### src/hdl/sha256_pkg.sv
// Shared types, constants and round functions for the SHA-256 digest block.
package sha256_pkg;

  typedef logic [31:0] word_t;

  typedef struct packed {
    logic [31:0] data;
    logic [2:0]  count;
    logic        last;
  } front_item_t;

  typedef enum logic [2:0] {
    ST_IDLE,
    ST_ROUND,
    ST_ADD,
    ST_PAD,
    ST_EMIT
  } back_state_t;

  localparam word_t INITIAL_H [8] = '{
    32'h6a09e667, 32'hbb67ae85, 32'h3c6ef372, 32'ha54ff53a,
    32'h510e527f, 32'h9b05688c, 32'h1f83d9ab, 32'h5be0cd19};

  localparam word_t ROUND_K [64] = '{
    32'h428a2f98, 32'h71374491, 32'hb5c0fbcf, 32'he9b5dba5,
    32'h3956c25b, 32'h59f111f1, 32'h923f82a4, 32'hab1c5ed5,
    32'hd807aa98, 32'h12835b01, 32'h243185be, 32'h550c7dc3,
    32'h72be5d74, 32'h80deb1fe, 32'h9bdc06a7, 32'hc19bf174,
    32'he49b69c1, 32'hefbe4786, 32'h0fc19dc6, 32'h240ca1cc,
    32'h2de92c6f, 32'h4a7484aa, 32'h5cb0a9dc, 32'h76f988da,
    32'h983e5152, 32'ha831c66d, 32'hb00327c8, 32'hbf597fc7,
    32'hc6e00bf3, 32'hd5a79147, 32'h06ca6351, 32'h14292967,
    32'h27b70a85, 32'h2e1b2138, 32'h4d2c6dfc, 32'h53380d13,
    32'h650a7354, 32'h766a0abb, 32'h81c2c92e, 32'h92722c85,
    32'ha2bfe8a1, 32'ha81a664b, 32'hc24b8b70, 32'hc76c51a3,
    32'hd192e819, 32'hd6990624, 32'hf40e3585, 32'h106aa070,
    32'h19a4c116, 32'h1e376c08, 32'h2748774c, 32'h34b0bcb5,
    32'h391c0cb3, 32'h4ed8aa4a, 32'h5b9cca4f, 32'h682e6ff3,
    32'h748f82ee, 32'h78a5636f, 32'h84c87814, 32'h8cc70208,
    32'h90befffa, 32'ha4506ceb, 32'hbef9a3f7, 32'hc67178f2};

  function automatic word_t rotr(input word_t v, input int n);
    return (v >> n) | (v << (32 - n));
  endfunction

endpackage

### src/hdl/sha256_message_digest.sv
// Top level of the SHA-256 digest block: input queue plus compression engine.
//   channel | direction | beat
//   message | in        | data_word, byte_count, last_word (push/full)
//   digest  | out       | digest_word, word_index, digest_done (empty/pop)
// A block of 16 words is taken in beats, then compressed in 64 rounds and an add step;
// the single round unit sets the throughput.
// A last beat adds padding words and one or two compressions,
// then 8 digest beats; the engine takes no beat until the eighth is popped.
// Reset is synchronous and restores initial hash state.
// The input queue keeps taking beats while the engine compresses, until it is full.
module sha256_message_digest import sha256_pkg::*; #(
  parameter int QUEUE_DEPTH = 2
) (
  input  logic        clk,
  input  logic        rst,
  input  logic        push,
  output logic        full,
  input  logic [31:0] data_word,
  input  logic [2:0]  byte_count,
  input  logic        last_word,
  output logic        empty,
  input  logic        pop,
  output logic [31:0] digest_word,
  output logic [2:0]  word_index,
  output logic        digest_done
);
  logic        item_valid, item_take;
  front_item_t item;

  sha256_front #(.DEPTH(QUEUE_DEPTH)) u_front (
    .clk, .rst, .push, .full, .data_word, .byte_count, .last_word,
    .item_valid, .item, .item_take);

  sha256_back u_back (
    .clk, .rst, .item_valid, .item, .item_take,
    .empty, .pop, .digest_word, .word_index, .digest_done);
endmodule

### src/hdl/sha256_front.sv
// Input stage: accepts message beats and queues them for the compression engine.
module sha256_front import sha256_pkg::*; #(
  parameter int DEPTH = 2
) (
  input  logic        clk,
  input  logic        rst,
  input  logic        push,
  output logic        full,
  input  logic [31:0] data_word,
  input  logic [2:0]  byte_count,
  input  logic        last_word,
  output logic        item_valid,
  output front_item_t item,
  input  logic        item_take
);
  localparam int AW = (DEPTH > 1) ? $clog2(DEPTH) : 1;
  front_item_t slots [DEPTH];
  logic [AW-1:0] wr_ptr, rd_ptr;
  logic [AW:0]   fill;
  logic do_push, do_pop;

  assign full       = (fill == (AW+1)'(DEPTH));
  assign item_valid = (fill != '0);
  assign item       = slots[rd_ptr];
  assign do_push    = push && !full;
  assign do_pop     = item_take && item_valid;

  always_ff @(posedge clk) begin
    if (do_push) begin
      // saturate counts above four
      slots[wr_ptr] <= '{data_word, (byte_count > 3'd4) ? 3'd4 : byte_count, last_word};
    end
    if (rst) begin
      wr_ptr <= '0;
      rd_ptr <= '0;
      fill   <= '0;
    end else begin
      if (do_push) wr_ptr <= (wr_ptr == AW'(DEPTH-1)) ? '0 : wr_ptr + 1'b1;
      if (do_pop)  rd_ptr <= (rd_ptr == AW'(DEPTH-1)) ? '0 : rd_ptr + 1'b1;
      fill <= fill + (AW+1)'(do_push) - (AW+1)'(do_pop);
    end
  end
endmodule

### src/hdl/sha256_back.sv
// Compression engine: block buffer, padding, 64 rounds per block, digest output.
module sha256_back import sha256_pkg::*; (
  input  logic        clk,
  input  logic        rst,
  input  logic        item_valid,
  input  front_item_t item,
  output logic        item_take,
  output logic        empty,
  input  logic        pop,
  output logic [31:0] digest_word,
  output logic [2:0]  word_index,
  output logic        digest_done
);
  back_state_t state, state_next;
  word_t chain [8];
  word_t vars [8];
  word_t w [16];
  logic [3:0]  word_pos;
  logic [63:0] bit_len;
  logic [5:0]  round;
  logic [2:0]  emit_idx;
  logic        pad_len;     // padding in progress (after the last item)
  logic        len_stage;   // 0: append 0x80 word, 1: zeros and length
  logic        pad_done_q;  // length high word written in this block

  word_t wr_word;
  logic  wr_en;
  word_t pad_word, wt, s0w, s1w, t1, t2, ch, maj, sig0, sig1;
  logic [63:0] len_next;
  logic [5:0]  cbits;

  always_comb begin
    cbits    = {item.count, 3'b000};
    pad_word = (item.count == 3'd0) ? 32'h8000_0000 :
               (item.data & (32'hffff_ffff << (6'd32 - cbits))) |
               (32'h8000_0000 >> cbits);
  end

  always_comb begin
    s0w = rotr(w[round[3:0]+4'd1], 7) ^ rotr(w[round[3:0]+4'd1], 18) ^
          (w[round[3:0]+4'd1] >> 3);
    s1w = rotr(w[round[3:0]+4'd14], 17) ^ rotr(w[round[3:0]+4'd14], 19) ^
          (w[round[3:0]+4'd14] >> 10);
    if (round < 6'd16) begin
      wt = w[round[3:0]];
    end else begin
      wt = w[round[3:0]] + s0w + w[round[3:0]+4'd9] + s1w;
    end
    sig1 = rotr(vars[4], 6) ^ rotr(vars[4], 11) ^ rotr(vars[4], 25);
    ch   = (vars[4] & vars[5]) ^ (~vars[4] & vars[6]);
    t1   = vars[7] + sig1 + ch + ROUND_K[round] + wt;
    sig0 = rotr(vars[0], 2) ^ rotr(vars[0], 13) ^ rotr(vars[0], 22);
    maj  = (vars[0] & vars[1]) ^ (vars[0] & vars[2]) ^ (vars[1] & vars[2]);
    t2   = sig0 + maj;
  end

  // IDLE takes an item; a last item writes its data (0x80 marker merged if under four
  // bytes), then PAD writes the 0x80 word if still due, zeros and length one word a cycle.
  always_comb begin
    state_next = state;
    item_take  = 1'b0;
    wr_en      = 1'b0;
    wr_word    = '0;
    len_next   = bit_len;
    case (state)
      ST_IDLE: begin
        if (item_valid) begin
          item_take = 1'b1;
          wr_en     = 1'b1;
          if (!item.last) begin
            wr_word  = item.data;
            len_next = bit_len + 64'd32;
            if (word_pos == 4'd15) state_next = ST_ROUND;
          end else begin
            len_next = bit_len + {58'd0, cbits};
            wr_word  = (item.count == 3'd4) ? item.data : pad_word;
            if (word_pos == 4'd15) state_next = ST_ROUND;
            else state_next = ST_PAD;
          end
        end
      end
      ST_PAD: begin
        wr_en = 1'b1;
        if (!len_stage) wr_word = 32'h8000_0000;
        else if (word_pos == 4'd14) wr_word = bit_len[63:32];
        else if (word_pos == 4'd15 && pad_done_q) wr_word = bit_len[31:0];
        else wr_word = '0;
        if (word_pos == 4'd15) state_next = ST_ROUND;
      end
      ST_ROUND: if (round == 6'd63) state_next = ST_ADD;
      ST_ADD: begin
        if (!pad_len) state_next = ST_IDLE;
        else if (pad_done_q) state_next = ST_EMIT;
        else state_next = ST_PAD;
      end
      ST_EMIT: begin
        if (pop && emit_idx == 3'd7) begin
          state_next = ST_IDLE;
          len_next   = '0;
        end
      end
      default: state_next = ST_IDLE;
    endcase
  end

  always_ff @(posedge clk) begin
    if (wr_en) w[word_pos] <= wr_word;
    if (state == ST_ROUND && round >= 6'd16) w[round[3:0]] <= wt;
    if (state == ST_IDLE && item_valid) begin
      for (int i = 0; i < 8; i++) vars[i] <= chain[i];
    end else if (state == ST_PAD && word_pos == 4'd15) begin
      for (int i = 0; i < 8; i++) vars[i] <= chain[i];
    end else if (state == ST_ROUND) begin
      vars[7] <= vars[6]; vars[6] <= vars[5]; vars[5] <= vars[4];
      vars[4] <= vars[3] + t1;
      vars[3] <= vars[2]; vars[2] <= vars[1]; vars[1] <= vars[0];
      vars[0] <= t1 + t2;
    end
    if (rst) begin
      state    <= ST_IDLE;
      word_pos <= '0;
      bit_len  <= '0;
      round    <= '0;
      emit_idx <= '0;
      pad_len  <= 1'b0;
      len_stage <= 1'b0;
      pad_done_q <= 1'b0;
      for (int i = 0; i < 8; i++) chain[i] <= INITIAL_H[i];
    end else begin
      state   <= state_next;
      bit_len <= len_next;
      if (wr_en) word_pos <= word_pos + 4'd1;
      if (state == ST_IDLE && item_valid && item.last) begin
        pad_len   <= 1'b1;
        // four-byte last word still needs the 0x80 word
        len_stage <= (item.count != 3'd4);
      end
      if (state == ST_PAD) begin
        len_stage <= 1'b1;
        if (len_stage && word_pos == 4'd14) pad_done_q <= 1'b1;
      end
      if (state == ST_ROUND) round <= round + 6'd1;
      if (state == ST_ADD) begin
        for (int i = 0; i < 8; i++) chain[i] <= chain[i] + vars[i];
      end
      if (state == ST_EMIT && pop) begin
        emit_idx <= emit_idx + 3'd1;
        if (emit_idx == 3'd7) begin
          for (int i = 0; i < 8; i++) chain[i] <= INITIAL_H[i];
          word_pos   <= '0;
          pad_len    <= 1'b0;
          len_stage  <= 1'b0;
          pad_done_q <= 1'b0;
        end
      end
    end
  end

  assign empty       = (state != ST_EMIT);
  assign digest_word = chain[emit_idx];
  assign word_index  = emit_idx;
  assign digest_done = (emit_idx == 3'd7);
endmodule

### config.mk
export PLATFORM = sky130hd
export DESIGN_NAME = sha256_message_digest
export DESIGN_NICKNAME = d
export VERILOG_FILES = /design/src/hdl/sha256_pkg.sv /design/src/hdl/sha256_message_digest.sv /design/src/hdl/sha256_front.sv /design/src/hdl/sha256_back.sv
export SDC_FILE = /design/constraint.sdc
export NUM_CORES = 2
export LEC_CHECK = 0
export ABC_AREA = 0
export ABC_CLOCK_PERIOD_IN_PS = 12700
export BUFFER_PORTS_ARGS = -buffer_cell sky130_fd_sc_hd__buf_2
export CAP_MARGIN = 20
export CORE_MARGIN = 2
export CORE_UTILIZATION = 30
export CTS_BUF_LIST = sky130_fd_sc_hd__clkbuf_4
export DETAILED_ROUTE_END_ITERATION = 12
export PLACE_DENSITY = 0.5
export SLEW_MARGIN = 40
export SYNTH_ARGS = -nofsm -noshare
export SYNTH_HDL_FRONTEND = slang
export SYNTH_SLANG_ARGS = --single-unit
### constraint.sdc
create_clock -name clk -period 12.7 [get_ports clk]
set_clock_uncertainty 0.05 [all_clocks]
set_input_delay 0.635 -clock clk [delete_from_list [all_inputs] [get_ports clk]]
set_output_delay 0.635 -clock clk [all_outputs]
set_load 0.01 [all_outputs]
# Word-level counts from Yosys, hierarchy flattened
# Memory sizes are Yosys's and may differ from the RTL's. A register that Yosys moved wholly into a read port is not among the register bits.
# Cells that the tools add are included.
[totals]
register_bits = 87
ramBits = 1096
memories = 5
output_inout_bits = 38
wordCells = 257
romBits = 2048
in_bits = 40
[op_classes]
magnitude_cmp = 4
addsub = 31
bitwise_logic = 62
n_reduce_logical = 18
muxes = 109
eq_ne = 15
shifts = 2
[mem_list]
columns = ["name", "depth", "width", "read_ports", "rd_clocked_by_memory_dff", "write_ports", "line_no", "source"]
rows = [
  ["(name not given)", 64, 32, 1, 0, 0, "sha256_back.sv:51", "t1 = vars[7] + sig1 + ch + ROUND_K[round] + wt;"],
  ["u_back.w", 16, 32, 4, 1, 1, "sha256_back.sv:17", "word_t w [16];"],
  ["u_back.chain", 8, 32, 9, 1, 8, "sha256_back.sv:15", "word_t chain [8];"],
  ["u_back.vars", 8, 32, 8, 0, 8, "sha256_back.sv:16", "word_t vars [8];"],
  ["u_front.slots", 2, 36, 1, 1, 1, "sha256_front.sv:17", "front_item_t slots [DEPTH];"],
]
[op_table]
columns = ["cell", "count"]
rows = [
  ["$mux 32", 43],
  ["$add 32x32->32", 18],
  ["$xor 32x32->32", 9],
  ["$and 32x32->32", 6],
  ["$mux 64", 3],
  ["$pmux 64 s2", 1],
  ["$add 64x6->64", 1],
  ["$add 64x6->64 const B", 1],
  ["$pmux 32 s2", 1],
  ["$mux 1", 42],
  ["$not 32->32", 1],
  ["$or 1x1->1", 32],
  ["$or 10x32->32", 1],
  ["$or 13x32->32", 1],
  ["$or 14x32->32", 1],
  ["$or 15x32->32", 1],
  ["$or 19x32->32", 1],
  ["$or 21x32->32", 1],
  ["$or 25x32->32", 1],
  ["$or 26x32->32", 1],
  ["$or 30x32->32", 1],
  ["$or 32x32->32", 1],
  ["$or 7x32->32", 1],
  ["$reduce_or 32->1", 1],
  ["35 further kinds", 71],
]

# Depth between registers and ports, before layout
# An unclocked memory read counts as a cell.
[depth]
ltp_word = 12
depth_mapped = 58

# By module
# A second synthesis with hierarchy kept.
[unflattened]
cells_unflattened = 7362
hier_area_um2 = 83415.0
[by_module_without_submodules]
columns = ["mod", "n_inst", "cells_each", "area_per_inst_um2"]
rows = [
  ["sha256_back", 1, 7220, 80567.3],
  ["sha256_front", 1, 142, 2847.7],
]

# Worst setup path before layout
# No wires, ideal clock.
[synth_path]
kind = "reg2reg"
from = "reg u_back.round[0]"
to = "mem u_back.vars[0][31] (netlist name), data pin"
path_stages_with_launch = 58
setup_ns = 0.266
arrival_ns = 12.530
slack_ns = -0.146
synth_period_minus_slack_ns = 12.846
cell_sequence = "dfxtp_1 > buf_6 > buf_12 > buf_8 > buf_2 > buf_2 > buf_2 > buf_2 > inv_1 > ha_1 > clkbuf_1 > buf_4 > buf_1 > mux4_2 > mux4_1 > xor2_1 > xnor2_1 > fa_1 > [22 not listed] > o21ai_0 > xor2_1 > inv_1 > fa_1 > inv_1 > ha_1 > clkbuf_1 > a211o_1 > a21oi_1 > o21ai_0 > or3_1 > o211ai_1 > o21bai_1 > or4b_1 > a31oi_1 > xnor2_1 > xnor2_1 > o21ai_1"
[synth_lines]
columns = ["element", "line_no", "source"]
rows = [
  ["from (decl)", "sha256_back.sv:20", "logic [5:0] round;"],
  ["from (signal assigned)", "sha256_back.sv:142", "if (state == ST_ROUND) round <= round + 6'd1;"],
  ["to (decl)", "sha256_back.sv:16", ""],
]

==> metrics <==
status finished, final reports clean; Post-Synthesis Cells 7536; mapped cell area 84400 um2; Inserted Clock Buffers 342; Die Height 534 um; DP Worst Slack 0.330 ns; Reg area 33500 um2; synth top area cells edfxtp_1, mux4_2, ha_1; Clock Sinks 1188; Slowest cell on crit path mux4_1; via count 65200; multi-input combinational cell area 48100 um2; Final ANT Viol Nets 0; Core Area 280000 um2; Main synth FF type edfxtp_1; area share of the largest cell type after synthesis 0.344; routed length on met3 21300 um; first-pass GRT wire length 445000 um; layout cells sized above 1 0.197; Final Max Tran Viols 0; Worst Path Required 13.60 ns; Final GP Congestion 0.957; post-route cell area 95400 um2; CP dominant cell by count fa_1; Post-synth ARST share 0; width of the die 534 um; Critical Path End Type flop; critical-path maximum fanout 31; Worst-Skew Late Latency 1.28 ns; Mean Syn Cell Area 11.2 um2; post-synthesis sequential area ratio 0.397; fmax 81.6 MHz; worst slew pin tran 0.926 ns; Post-synth EDFFs 968; number of max-cap violations 0; initial DRC count 6255; setup TNS 0 ns; router iterations before antenna repair 7; final setup fails 0; Filler cells 28000; clk root buf clkbuf_4; crit path kind flop to flop; Layout Cells excl Fill 11800; CP Launch Type flop; IO Pins 78; largest area contributor in the netlist edfxtp_1; Slew headroom 0.365; die area 286000 um2; M1 wire length 127000 um; Rows 194; highest metal used met5; Layout Nets 8481; Unique masters post-synth 97; Tmin final 12.26 ns; Data arrival, critical path 13.16 ns; CP top delay family adder cells; Clk pin slew, worst setup/hold paths 0.08 ns; H-tree depth 5; Final Hold Viols 0; HPWL Detailed 223000 um; HP Class primary input to flop; CTS tree built; input/output buffers 77; initial antenna violation count 9; Routed WL per cell 26.0 um; placed cell area 90200 um2; pin count of the biggest net entering global routing 119; routed vias/inst 5.52; warning count from the yosys run 0; Max Root-Sink Buffers 4; Congestion Overflow GR 0; vias in the first global route 64500; final WL 307000 um; Initial Util 0.302; Syn-to-layout area delta 13.0%; RSZ-0062 raised after global routing false; setup ws final 0.440 ns; dpl cells 11100; syn_nets 8186; slowest stage delay, CP 0.63 ns; WL met2 144000 um; crit share post-route 0.965; Critical path buffers and inverters 6; drt drc 0; global-route total usage across every layer 0.210; flop and latch count out of synthesis 1188
-- per-layer routing --
layer  vias to the layer above  track usage
met5                         -            0
met4                         4       0.0982
met3                       593       0.0340
met2                      2940        0.341
met1                     32900        0.274
li1                      28700            -
-- cell usage in the layout (no fill, tap or decap), drive strengths merged, types with 173 or more instances in the layout --
master | synthesis | routed
a21oi | 450 | 450
clkbuf | 310 | 498
dfxtp | 220 | 220
xor2 | 224 | 224
nor2 | 389 | 389
buf | 103 | 291
edfxtp | 968 | 968
ha | 414 | 414
o21ai | 359 | 359
xnor2 | 381 | 381
nand2 | 1062 | 1062
a21o | 173 | 173
mux4 | 577 | 577
inv | 427 | 434
fa | 196 | 196
-- layout make-up --
cell class	count	share of cell area
multi-input combinational	5505	0.504
sequential	1188	0.351
tap	3724	0.0489
clock buffer	498	0.0392
timing repair buffer	364	0.0325
inverter	430	0.0170
clock inverter	94	0.00647
antenna	6	0.000157
-- registers in the layout, indices dropped and copies added (netlist names), named ones only --
name and cells:
u_back.w 512, u_back.pad_done_q 1, u_front.wr_ptr 1, u_front.fill 2, u_back.round 6, u_back.bit_len 61, u_back.pad_len 1, u_back.word_index 3
u_back.state 3, u_back.vars 256, u_front.slots 72, u_front.rd_ptr 1, u_back.len_stage 1, u_back.chain 256, u_back.word_pos 4
-- cell families after synthesis --
group                    count (synthesis)  share of synthesized area
buffers and inverters                  843                     0.0385
adder cells (fa/ha/maj)                629                      0.110
AND/OR/NAND/NOR                       2062                      0.108
flip-flops                            1188                      0.397
XOR/XNOR                               607                     0.0636
multiplexers                           729                      0.174
AO/OA/AOI/OAI                         1478                      0.110
-- tightest hold or removal path, delay by kind of cell --
kind                   cells  cell delay (ns)
buffers and inverters      2             0.64
and+or+nand+nor            1             0.05
-- stage by stage --
| stage | hold slack [ns] | util |
|---|---|---|
| floorplan | 0.397 | - |
| global placement | 0.421 | 0.321 |
| detailed placement | 0.432 | 0.322 |
| CTS | 0.0221 | 0.341 |
| global route | 0.119 | 0.341 |
| finish | 0.200 | 0.341 |
-- synth_stat cells, drive strengths merged, types with 22 or more instances --
master / number
edfxtp: 968
o21ai: 359
buf: 103
and2: 22
mux2: 82
nor2b: 51
a21o: 173
or3: 37
dfxtp: 220
xor2: 224
nor3b: 23
o211ai: 56
and3: 39
a211oi: 50
nand4: 45
fa: 196
nor3: 127
ha: 414
mux4: 577
a21oi: 450
nor2: 389
xnor2: 381
mux2i: 70
inv: 427
nand3: 126
o31ai: 29
clkbuf: 310
nand2b: 77
a31oi: 58
o21bai: 58
nand2: 1062
o21a: 60
-- path summary, 6_finish.rpt --
kind | start | to | slack (ns) | cells after the start
setup / recovery | u_back.round[1] | u_back.vars[0][31] | 0.44 | 42
hold / removal | byte_count[2] | u_front.slots[1][2] | 0.20 | 3
setup reg to reg | u_back.round[1] | u_back.vars[0][31] | 0.44 | 42
hold reg to reg | u_back.chain[4][11] | u_back.chain[4][11] | 0.44 | 2
-- repair_timing --
item / in CTS / in global routing
endpoints found under the setup margin: 0 / 2
setup buffers: 0 / 5
hold buffers: 73 / 0
resized for setup: 0 / 13
hold endpoints to repair: 122 / 0
Power is not shown: default switching activity piles up to over one toggle a cycle in this logic, so the estimate is an artifact.
